$ cat src/rtl/dsem_pkg.sv
// ----------------------------------------------------------------------------
// dsem_pkg: shared constants and tables
// Calendar constants and month tables for the date text to epoch converter.
// ----------------------------------------------------------------------------
package dsem_pkg;

  localparam int unsigned FieldW   = 17;
  localparam int unsigned YearW    = 15;
  localparam int unsigned AccW     = 25;
  localparam int unsigned MillisW  = 51;
  localparam int unsigned MulAW    = 26;
  localparam int unsigned MulBW    = 28;

  localparam logic [FieldW-1:0] ValueMax = 17'd99999;
  localparam logic [FieldW-1:0] YearMax  = 17'd32767;

  // n / 100 == (n * 5243) >> 19 for every n below 43699
  localparam logic signed [MulBW-1:0] Recip100   = 28'sd5243;
  localparam int unsigned             Recip100Sh = 19;
  localparam logic signed [MulBW-1:0] DaysPerYr  = 28'sd365;
  localparam logic signed [MulBW-1:0] MsPerDay   = 28'sd86400000;

  // Day count from 0000-03-01 to 1970-01-01
  localparam logic [AccW-1:0] EpochDays = 25'd719468;

  // Day of year at the first of each month, counted from March
  function automatic logic [8:0] month_start(input logic [3:0] mp);
    logic [8:0] s;
    case (mp)
      4'd0:    s = 9'd0;
      4'd1:    s = 9'd31;
      4'd2:    s = 9'd61;
      4'd3:    s = 9'd92;
      4'd4:    s = 9'd122;
      4'd5:    s = 9'd153;
      4'd6:    s = 9'd184;
      4'd7:    s = 9'd214;
      4'd8:    s = 9'd245;
      4'd9:    s = 9'd275;
      4'd10:   s = 9'd306;
      4'd11:   s = 9'd337;
      default: s = 9'd0;
    endcase
    return s;
  endfunction

  function automatic logic [4:0] month_days(input logic [3:0] m, input logic leap);
    logic [4:0] n;
    case (m)
      4'd2:                              n = leap ? 5'd29 : 5'd28;
      4'd4, 4'd6, 4'd9, 4'd11:           n = 5'd30;
      4'd1, 4'd3, 4'd5, 4'd7, 4'd8,
      4'd10, 4'd12:                      n = 5'd31;
      default:                           n = 5'd0;
    endcase
    return n;
  endfunction

endpackage

$ cat src/rtl/date_string_to_epoch_millis.sv
// ----------------------------------------------------------------------------
// date_string_to_epoch_millis: date text to epoch milliseconds
// Parses year, month and day from a byte stream, validates the calendar
// date and computes milliseconds since 1970-01-01 with one shared multiplier.
// ----------------------------------------------------------------------------
//  channel | dir | data                          | side band
//  --------+-----+-------------------------------+-------------------------
//  in_     | in  | tdata[7:0]  char_code         | tlast = last_char
//  out_    | out | tdata[50:0] date_millis (s)   | tuser[0] = invalid
//
//  A byte that is not the last keeps the parser idle, so in_tready stays high.
//  The last byte starts a seven-step sequence through the shared multiplier
//  and adder (check, y/100, leap, ya/100, ya*365, sum, days*ms); in_tready
//  is low during the sequence.
//  A result waiting on out_tready holds the final step until the output
//  register frees.
//  rst_n is synchronous, active low; it clears the parser and output valid.
// ----------------------------------------------------------------------------
module date_string_to_epoch_millis (
  input  logic        clk,
  input  logic        rst_n,
  input  logic        in_tvalid,
  output logic        in_tready,
  input  logic [7:0]  in_tdata,   // [7:0] char_code
  input  logic        in_tlast,
  output logic        out_tvalid,
  input  logic        out_tready,
  output logic [55:0] out_tdata,  // [50:0] date_millis, [55:51] zero
  output logic        out_tuser   // [0] invalid
);

  typedef enum logic [2:0] {
    ST_IDLE,
    ST_CHECK,
    ST_DIV_Y,
    ST_LEAP,
    ST_DIV_YA,
    ST_MUL365,
    ST_SUM,
    ST_MS
  } state_t;

  localparam int unsigned FW = dsem_pkg::FieldW;
  localparam int unsigned YW = dsem_pkg::YearW;
  localparam int unsigned AW = dsem_pkg::AccW;
  localparam int unsigned MW = dsem_pkg::MillisW;

  state_t state_r, state_nxt;

  logic [1:0]          fields_done_r, fields_done_nxt;
  logic [FW-1:0]       digit_r, digit_nxt;
  logic [FW-1:0]       yf_r, yf_nxt;
  logic [FW-1:0]       mf_r, mf_nxt;
  logic [FW-1:0]       df_r, df_nxt;

  logic                bad_r, bad_nxt;
  logic [YW-1:0]       yr_r, yr_nxt;
  logic [3:0]          mo_r, mo_nxt;
  logic [4:0]          dy_r, dy_nxt;
  logic [8:0]          q_r, q_nxt;
  logic [8:0]          qa_r, qa_nxt;
  logic [YW-1:0]       ya_r, ya_nxt;
  logic signed [AW-1:0] acc_r, acc_nxt;

  logic                out_valid_r, out_valid_nxt;
  logic [MW-1:0]       millis_r, millis_nxt;
  logic                inv_r, inv_nxt;

  // shared multiplier
  logic signed [dsem_pkg::MulAW-1:0] mul_a;
  logic signed [dsem_pkg::MulBW-1:0] mul_b;
  logic signed [53:0]                mul_p;

  assign mul_p = mul_a * mul_b;

  // parser scratch
  logic          in_acc;
  logic          is_digit;
  logic [20:0]   times10;
  logic [1:0]    fd;
  logic [FW-1:0] dv;

  // calendar scratch
  logic [FW-1:0] ymap;
  logic [15:0]   hund;
  logic [15:0]   rem100;
  logic          leap;
  logic [4:0]    mlen;
  logic [3:0]    mp;
  logic [9:0]    doy;
  logic [AW-1:0] sum;

  assign in_tready  = (state_r == ST_IDLE);
  assign in_acc     = in_tvalid && in_tready;
  assign out_tvalid = out_valid_r;
  assign out_tdata  = {5'b0, millis_r};
  assign out_tuser  = inv_r;

  always_comb begin
    state_nxt       = state_r;
    fields_done_nxt = fields_done_r;
    digit_nxt       = digit_r;
    yf_nxt          = yf_r;
    mf_nxt          = mf_r;
    df_nxt          = df_r;
    bad_nxt         = bad_r;
    yr_nxt          = yr_r;
    mo_nxt          = mo_r;
    dy_nxt          = dy_r;
    q_nxt           = q_r;
    qa_nxt          = qa_r;
    ya_nxt          = ya_r;
    acc_nxt         = acc_r;
    millis_nxt      = millis_r;
    inv_nxt         = inv_r;
    out_valid_nxt   = out_valid_r && !out_tready;

    mul_a = '0;
    mul_b = '0;

    is_digit = in_tdata inside {[8'h30:8'h39]};
    times10  = {1'b0, digit_r, 3'b0} + {3'b0, digit_r, 1'b0} + {17'b0, in_tdata[3:0]};
    fd       = fields_done_r;
    dv       = digit_r;

    ymap = (yf_r < 17'd100) ? (yf_r + ((yf_r < 17'd70) ? 17'd2000 : 17'd1900)) : yf_r;

    hund   = 16'({q_r, 6'b0}) + 16'({q_r, 5'b0}) + 16'({q_r, 2'b0});
    rem100 = {1'b0, yr_r} - hund;
    leap   = (yr_r[1:0] == 2'd0) && ((rem100 != 16'd0) || (q_r[1:0] == 2'd0));
    mlen   = dsem_pkg::month_days(mo_r, leap);

    mp   = (mo_r > 4'd2) ? (mo_r - 4'd3) : (mo_r + 4'd9);
    doy  = {1'b0, dsem_pkg::month_start(mp)} + {5'b0, dy_r} - 10'd1;
    sum  = AW'(acc_r) + {10'b0, ya_r >> 2} - {16'b0, qa_r} + {18'b0, qa_r[8:2]}
         + {15'b0, doy} - dsem_pkg::EpochDays;

    case (state_r)
      ST_IDLE: begin
        if (in_acc) begin
          if (fd != 2'd3) begin
            if (is_digit) begin
              dv = (times10 > 21'(dsem_pkg::ValueMax)) ? dsem_pkg::ValueMax : times10[FW-1:0];
            end else begin
              case (fd)
                2'd0:    yf_nxt = dv;
                2'd1:    mf_nxt = dv;
                default: df_nxt = dv;
              endcase
              fd = fd + 2'd1;
              dv = '0;
            end
          end
          if (in_tlast) begin
            // close the open field at end of string
            if (fd != 2'd3) begin
              case (fd)
                2'd0:    yf_nxt = dv;
                2'd1:    mf_nxt = dv;
                default: df_nxt = dv;
              endcase
              fd = fd + 2'd1;
            end
            bad_nxt         = (fd != 2'd3);
            fields_done_nxt = '0;
            digit_nxt       = '0;
            state_nxt       = ST_CHECK;
          end else begin
            fields_done_nxt = fd;
            digit_nxt       = dv;
          end
        end
      end
      ST_CHECK: begin
        if ((ymap > dsem_pkg::YearMax) || (mf_r < 17'd1) || (mf_r > 17'd12) ||
            (df_r < 17'd1) || (df_r > 17'd31)) begin
          bad_nxt = 1'b1;
        end
        yr_nxt    = ymap[YW-1:0];
        mo_nxt    = mf_r[3:0];
        dy_nxt    = df_r[4:0];
        state_nxt = ST_DIV_Y;
      end
      ST_DIV_Y: begin
        mul_a     = $signed({11'b0, yr_r});
        mul_b     = dsem_pkg::Recip100;
        q_nxt     = mul_p[dsem_pkg::Recip100Sh +: 9];
        state_nxt = ST_LEAP;
      end
      ST_LEAP: begin
        if (dy_r > mlen) begin
          bad_nxt = 1'b1;
        end
        // the year begins in March
        ya_nxt    = (mo_r <= 4'd2) ? (yr_r - 15'd1) : yr_r;
        state_nxt = ST_DIV_YA;
      end
      ST_DIV_YA: begin
        mul_a     = $signed({11'b0, ya_r});
        mul_b     = dsem_pkg::Recip100;
        qa_nxt    = mul_p[dsem_pkg::Recip100Sh +: 9];
        state_nxt = ST_MUL365;
      end
      ST_MUL365: begin
        mul_a     = $signed({11'b0, ya_r});
        mul_b     = dsem_pkg::DaysPerYr;
        acc_nxt   = mul_p[AW-1:0];
        state_nxt = ST_SUM;
      end
      ST_SUM: begin
        acc_nxt   = $signed(sum);
        state_nxt = ST_MS;
      end
      ST_MS: begin
        mul_a = {acc_r[AW-1], acc_r};
        mul_b = dsem_pkg::MsPerDay;
        // hold until the output register is free
        if (!out_valid_r || out_tready) begin
          millis_nxt    = bad_r ? '0 : mul_p[MW-1:0];
          inv_nxt       = bad_r;
          out_valid_nxt = 1'b1;
          state_nxt     = ST_IDLE;
        end
      end
      default: state_nxt = ST_IDLE;
    endcase
  end

  always_ff @(posedge clk) begin
    if (!rst_n) begin
      state_r       <= ST_IDLE;
      fields_done_r <= '0;
      digit_r       <= '0;
      yf_r          <= '0;
      mf_r          <= '0;
      df_r          <= '0;
      bad_r         <= 1'b0;
      out_valid_r   <= 1'b0;
    end else begin
      state_r       <= state_nxt;
      fields_done_r <= fields_done_nxt;
      digit_r       <= digit_nxt;
      yf_r          <= yf_nxt;
      mf_r          <= mf_nxt;
      df_r          <= df_nxt;
      bad_r         <= bad_nxt;
      out_valid_r   <= out_valid_nxt;
    end
    yr_r     <= yr_nxt;
    mo_r     <= mo_nxt;
    dy_r     <= dy_nxt;
    q_r      <= q_nxt;
    qa_r     <= qa_nxt;
    ya_r     <= ya_nxt;
    acc_r    <= acc_nxt;
    millis_r <= millis_nxt;
    inv_r    <= inv_nxt;
  end

  a_rose_after_ms: assert property (@(posedge clk) disable iff (!rst_n)
    $rose(out_valid_r) |-> $past(state_r) == ST_MS)
    else $error("result valid raised outside the final step");

  a_invalid_zero: assert property (@(posedge clk) disable iff (!rst_n)
    out_valid_r && inv_r |-> millis_r == '0)
    else $error("invalid result carries nonzero millis");

  a_last_blocks: assert property (@(posedge clk) disable iff (!rst_n)
    in_tvalid && in_tready && in_tlast |=> !in_tready && state_r == ST_CHECK)
    else $error("last byte did not start the sequence");

  a_parser_cleared: assert property (@(posedge clk) disable iff (!rst_n)
    state_r == ST_CHECK |-> fields_done_r == 2'd0 && digit_r == '0)
    else $error("parser state not cleared at end of string");

endmodule
$ cat config.mk
export PLATFORM = sky130hd
export DESIGN_NAME = date_string_to_epoch_millis
export DESIGN_NICKNAME = d
export VERILOG_FILES = /design/src/rtl/dsem_pkg.sv /design/src/rtl/date_string_to_epoch_millis.sv
export SDC_FILE = /design/constraint.sdc
export NUM_CORES = 2
export LEC_CHECK = 0
export BUFFER_PORTS_ARGS = -buffer_cell sky130_fd_sc_hd__buf_2
export CAP_MARGIN = 5
export CELL_PAD_IN_SITES_DETAIL_PLACEMENT = 1
export CELL_PAD_IN_SITES_GLOBAL_PLACEMENT = 1
export CORE_MARGIN = 2
export CORE_UTILIZATION = 36
export CTS_BUF_LIST = sky130_fd_sc_hd__clkbuf_8 sky130_fd_sc_hd__clkbuf_16
export DETAILED_ROUTE_END_ITERATION = 8
export PLACE_DENSITY_LB_ADDON = 0.1
export RECOVER_POWER = 50
export SYNTH_ARGS = -nofsm -noshare
export SYNTH_HDL_FRONTEND = slang
export SYNTH_SLANG_ARGS = --single-unit
$ cat constraint.sdc
create_clock -name clk -period 16.7 [get_ports clk]
set_clock_uncertainty 0.2 [all_clocks]
set_input_delay 3.34 -clock clk [delete_from_list [all_inputs] [get_ports clk]]
set_output_delay 3.34 -clock clk [all_outputs]
set_load 0.05 [all_outputs]
==> flow_summary_export.csv <==
group,metric,value,unit
status,status,"complete, but fails checks",
status,violations,"capacitance limit, slew limit",
global_routing,grt_max_degree,61,
synthesis,ys_types,87,
clock_tree,clk_latency,0.60,ns
power_and_ir_drop,swShare,52.6,%
clock_tree,cts-hold-fix-buffers,0,
timing,max_slew_margin,-162,%
synthesis,synth.cell_area,0.0299,mm²
timing,fin_ws,5.64,ns
synthesis,ys_seq_elements,209,
placement,dp_slack,6.53,ns
timing,slew_violations,170,
layout,final_area,0.0327,mm²
die,start_util,36.4,%
clock_tree,cts_max_path_buffers,3,
setup_path,path_max_fanout,26,
synthesis,postSynthAreaPerCell,9.49,µm²
power_and_ir_drop,combPwrFrac,71.6,%
timing,finalCritPeriodShare,66.2,%
job,maxCapViolations,3,
synthesis,yosysTopAreaCell,"fa_1",
timing,final-hold-violation-count,0,
clock_tree,cts_resized,0,
clock_tree,post_cts_buffers,0,
power_and_ir_drop,p_sw,2.76,mW
power_and_ir_drop,p_clk_share,12.6,%
die,num_io_pins,72,
die,coreArea,0.0821,mm²
clock_tree,clkSlewWorstSetupHoldPaths,0.06,ns
setup_path,r2r_setup_slack,5.64,ns
setup_path,startpoint,"state_r[2]",
power_and_ir_drop,ir_drop,0.186,mV
layout,multi_input_area,0.0215,mm²
synthesis,synthArstFlopShare,0,%
placement,place_area,0.0317,mm²
layout,fillers,9420,
synthesis,yosysWarnings,0,
layout,drive_above_1_share,5.05,%
synthesis,yosysSeqAreaShare,18.5,%
clock_tree,root_buffer,"clkbuf_16",
setup_path,critPathArrivalTime,11.21,ns
worst_hold_path,hp-start,"df_r[1]",
placement,dp_cells,4303,
route,wl_per_cell,21.0,µm
clock_tree,htree_levels,1,
worst_hold_path,min_path_type,"register to register",
global_routing,grt_pass1_vias,24400,
clock_tree,cts_inserted_buffers,29,
setup_path,cp.required,16.85,ns
route,via_per_inst,5.15,
die,rows,105,
power_and_ir_drop,p_per_area,161,mW/mm²
route,drt-initial-drc-count,1095,
setup_path,cp-start-kind,"register",
setup_path,r2r_cells,25,
clock_tree,clkSinkCount,209,
setup_path,critPathKind,"register to register",
global_routing,grt_pass1_wl,143,mm
worst_hold_path,hold-path-cell-count,0,
placement,gp_congestion,0.856,
placement,dp.final_hpwl,77.3,mm
route,routed_wl,91.7,mm
route,drc,0,
power_and_ir_drop,power_frac_seq,15.8,%
layout,n_antenna_cell,0,
timing,setup_viol,0,
power_and_ir_drop,p_total,5.24,mW
global_routing,overflow,0,
route,antenna_left,0,
synthesis,synth_ff_type,"edfxtp_1",
timing,final.min_clock_period,11.06,ns
setup_path,slowest_stage,"clkbuf_1",
synthesis,ys_top_cells_by_area,"fa_1 26%, ha_1 19%, edfxtp_1 13%, inv_1 9.5%, dfxtp_1 5.0%",
setup_path,max_stage_delay,0.95,ns
setup_path,worst_path_dominant_cell_family,"adder cells",
timing,max_freq,0.0904,GHz
layout,stdcell_count,4357,
die,dieArea,0.0854,mm²
setup_path,worst_path_most_repeated_cell,"fa_1",
route,dr_total_vias,22400,
route,dr.pass1.iters,5,
power_and_ir_drop,p_int,2.48,mW
die,fp.dieH,292,µm
global_routing,track_usage,21.6,%
timing,worst_slew_pin_slew,3.93,ns
layout,area_growth,9.20,%
setup_path,r2r_end,"millis_r[45]",
die,fp.dieW,292,µm
setup_path,endpoint_kind,"register",
layout,seqCellArea,0.00553,mm²
clock_tree,cts_tree,"yes",
synthesis,synth_edf_count,134,
synthesis,yosysMostFrequentCell,"inv_1",
setup_path,crit_buf_inv,5,
power_and_ir_drop,p_leak,16.8,nW
synthesis,synthTopCellsByCount,"756 x inv_1, 464 x ha_1, 383 x fa_1",
synthesis,synth_top_area_share,25.6,%
worst_hold_path,hold-path-endpoint,"dy_r[1]",
timing,finalSetupTns,0,ns
layout,final_nets,4124,
timing,rsz0062_at_grt,"false",
setup_path,regToRegStartpoint,"state_r[2]",
placement,io_buffer_count,66,
global_routing,antenna_found_initial,4,
synthesis,postSynthCellCount,3153,
[layer usage]
metal | vias to the layer above | track usage [%] | part of all wire (%)
met2 | 405 | 36.6 | 47
met1 | 11400 | 29.8 | 47
met4 | 0 | 5.14 | 2.4
met3 | 104 | 2.13 | 3.8
li1 | 10500 | - | -
met5 | - | 0 | 0
[cells by family (layout without fill, tap and decap cells)]
family	Yosys count	count (layout)	share of synthesized area [%]
xor gates and xnor gates	96	96	2.81
AOI/OAI and AO/OA	529	529	12.3
muxes	18	18	0.636
other	2	90	0.0251
buffers and inverters	853	899	10.8
and+or+nand+nor	599	599	9.84
DFF	209	209	18.5
adders and majority gates	847	847	45.0
[sequential cells by signal, indices dropped and copies added (netlist names), 2 cells and up]
register,flops
yr_r,15
yf_r,17
millis_r,51
digit_r,17
ya_r,15
qa_r,9
dy_r,5
q_r,9
mo_r,4
fields_done_r,2
state_r,3
mf_r,17
acc_r,25
df_r,17
[power by group through the flow]
stage                     Sequential, mW  Combinational, mW  Clock, mW
after floorplan                    0.802               2.37          0
after global placement             0.837               3.66          0
after detailed placement           0.837               3.73          0
after CTS                          0.827               3.77      0.677
after global routing               0.836               4.20      0.693
final                              0.830               3.75      0.661
[layout make-up]
class	count	share of cell area (%)
multi-input combinational	2179	65.8
inverter	756	8.69
sequential	209	16.9
timing repair buffer	89	1.40
clock buffer	34	2.57
tap	1070	4.10
clock inverter	20	0.513
[stage by stage]
stage               hold slack (ns)  util, %
floorplan                     0.209        -
global placement              0.255     38.6
detailed placement            0.257     38.6
CTS                           0.282     39.8
global route                  0.304     39.8
finish                        0.281     39.8
[how the worst max path moves through the flow]
stage                        end  slack [ns]  cells after the start
finish              millis_r[45]        5.64                     25
global route        millis_r[45]        5.19                     25
detailed placement  millis_r[45]        6.53                     26
global placement    millis_r[45]        6.76                     26
floorplan           millis_r[41]        8.65                     29
CTS                 millis_r[45]        6.53                     26
[cells in the final DEF (no fill, tap or decap), drive strengths merged, types with 12 or more instances in the layout]
master	instances
o21bai	15
or2	13
a31oi	42
o31ai	17
o21ai	87
a22o	31
nor2b	41
inv	766
nand2b	18
xnor2	55
edfxtp	134
a22oi	17
xor2	41
and2	49
o21a	14
nor2	141
nor3	39
and3	17
ha	464
nand2	171
conb	90
fa	383
nand4	18
a21oi	117
buf	67
a211oi	16
dfxtp	75
nor4	15
nand3	32
a21o	42
o221ai	48
o211ai	12
clkbuf	56
or3	16
Note: power is estimated with default switching activity, not from simulation.
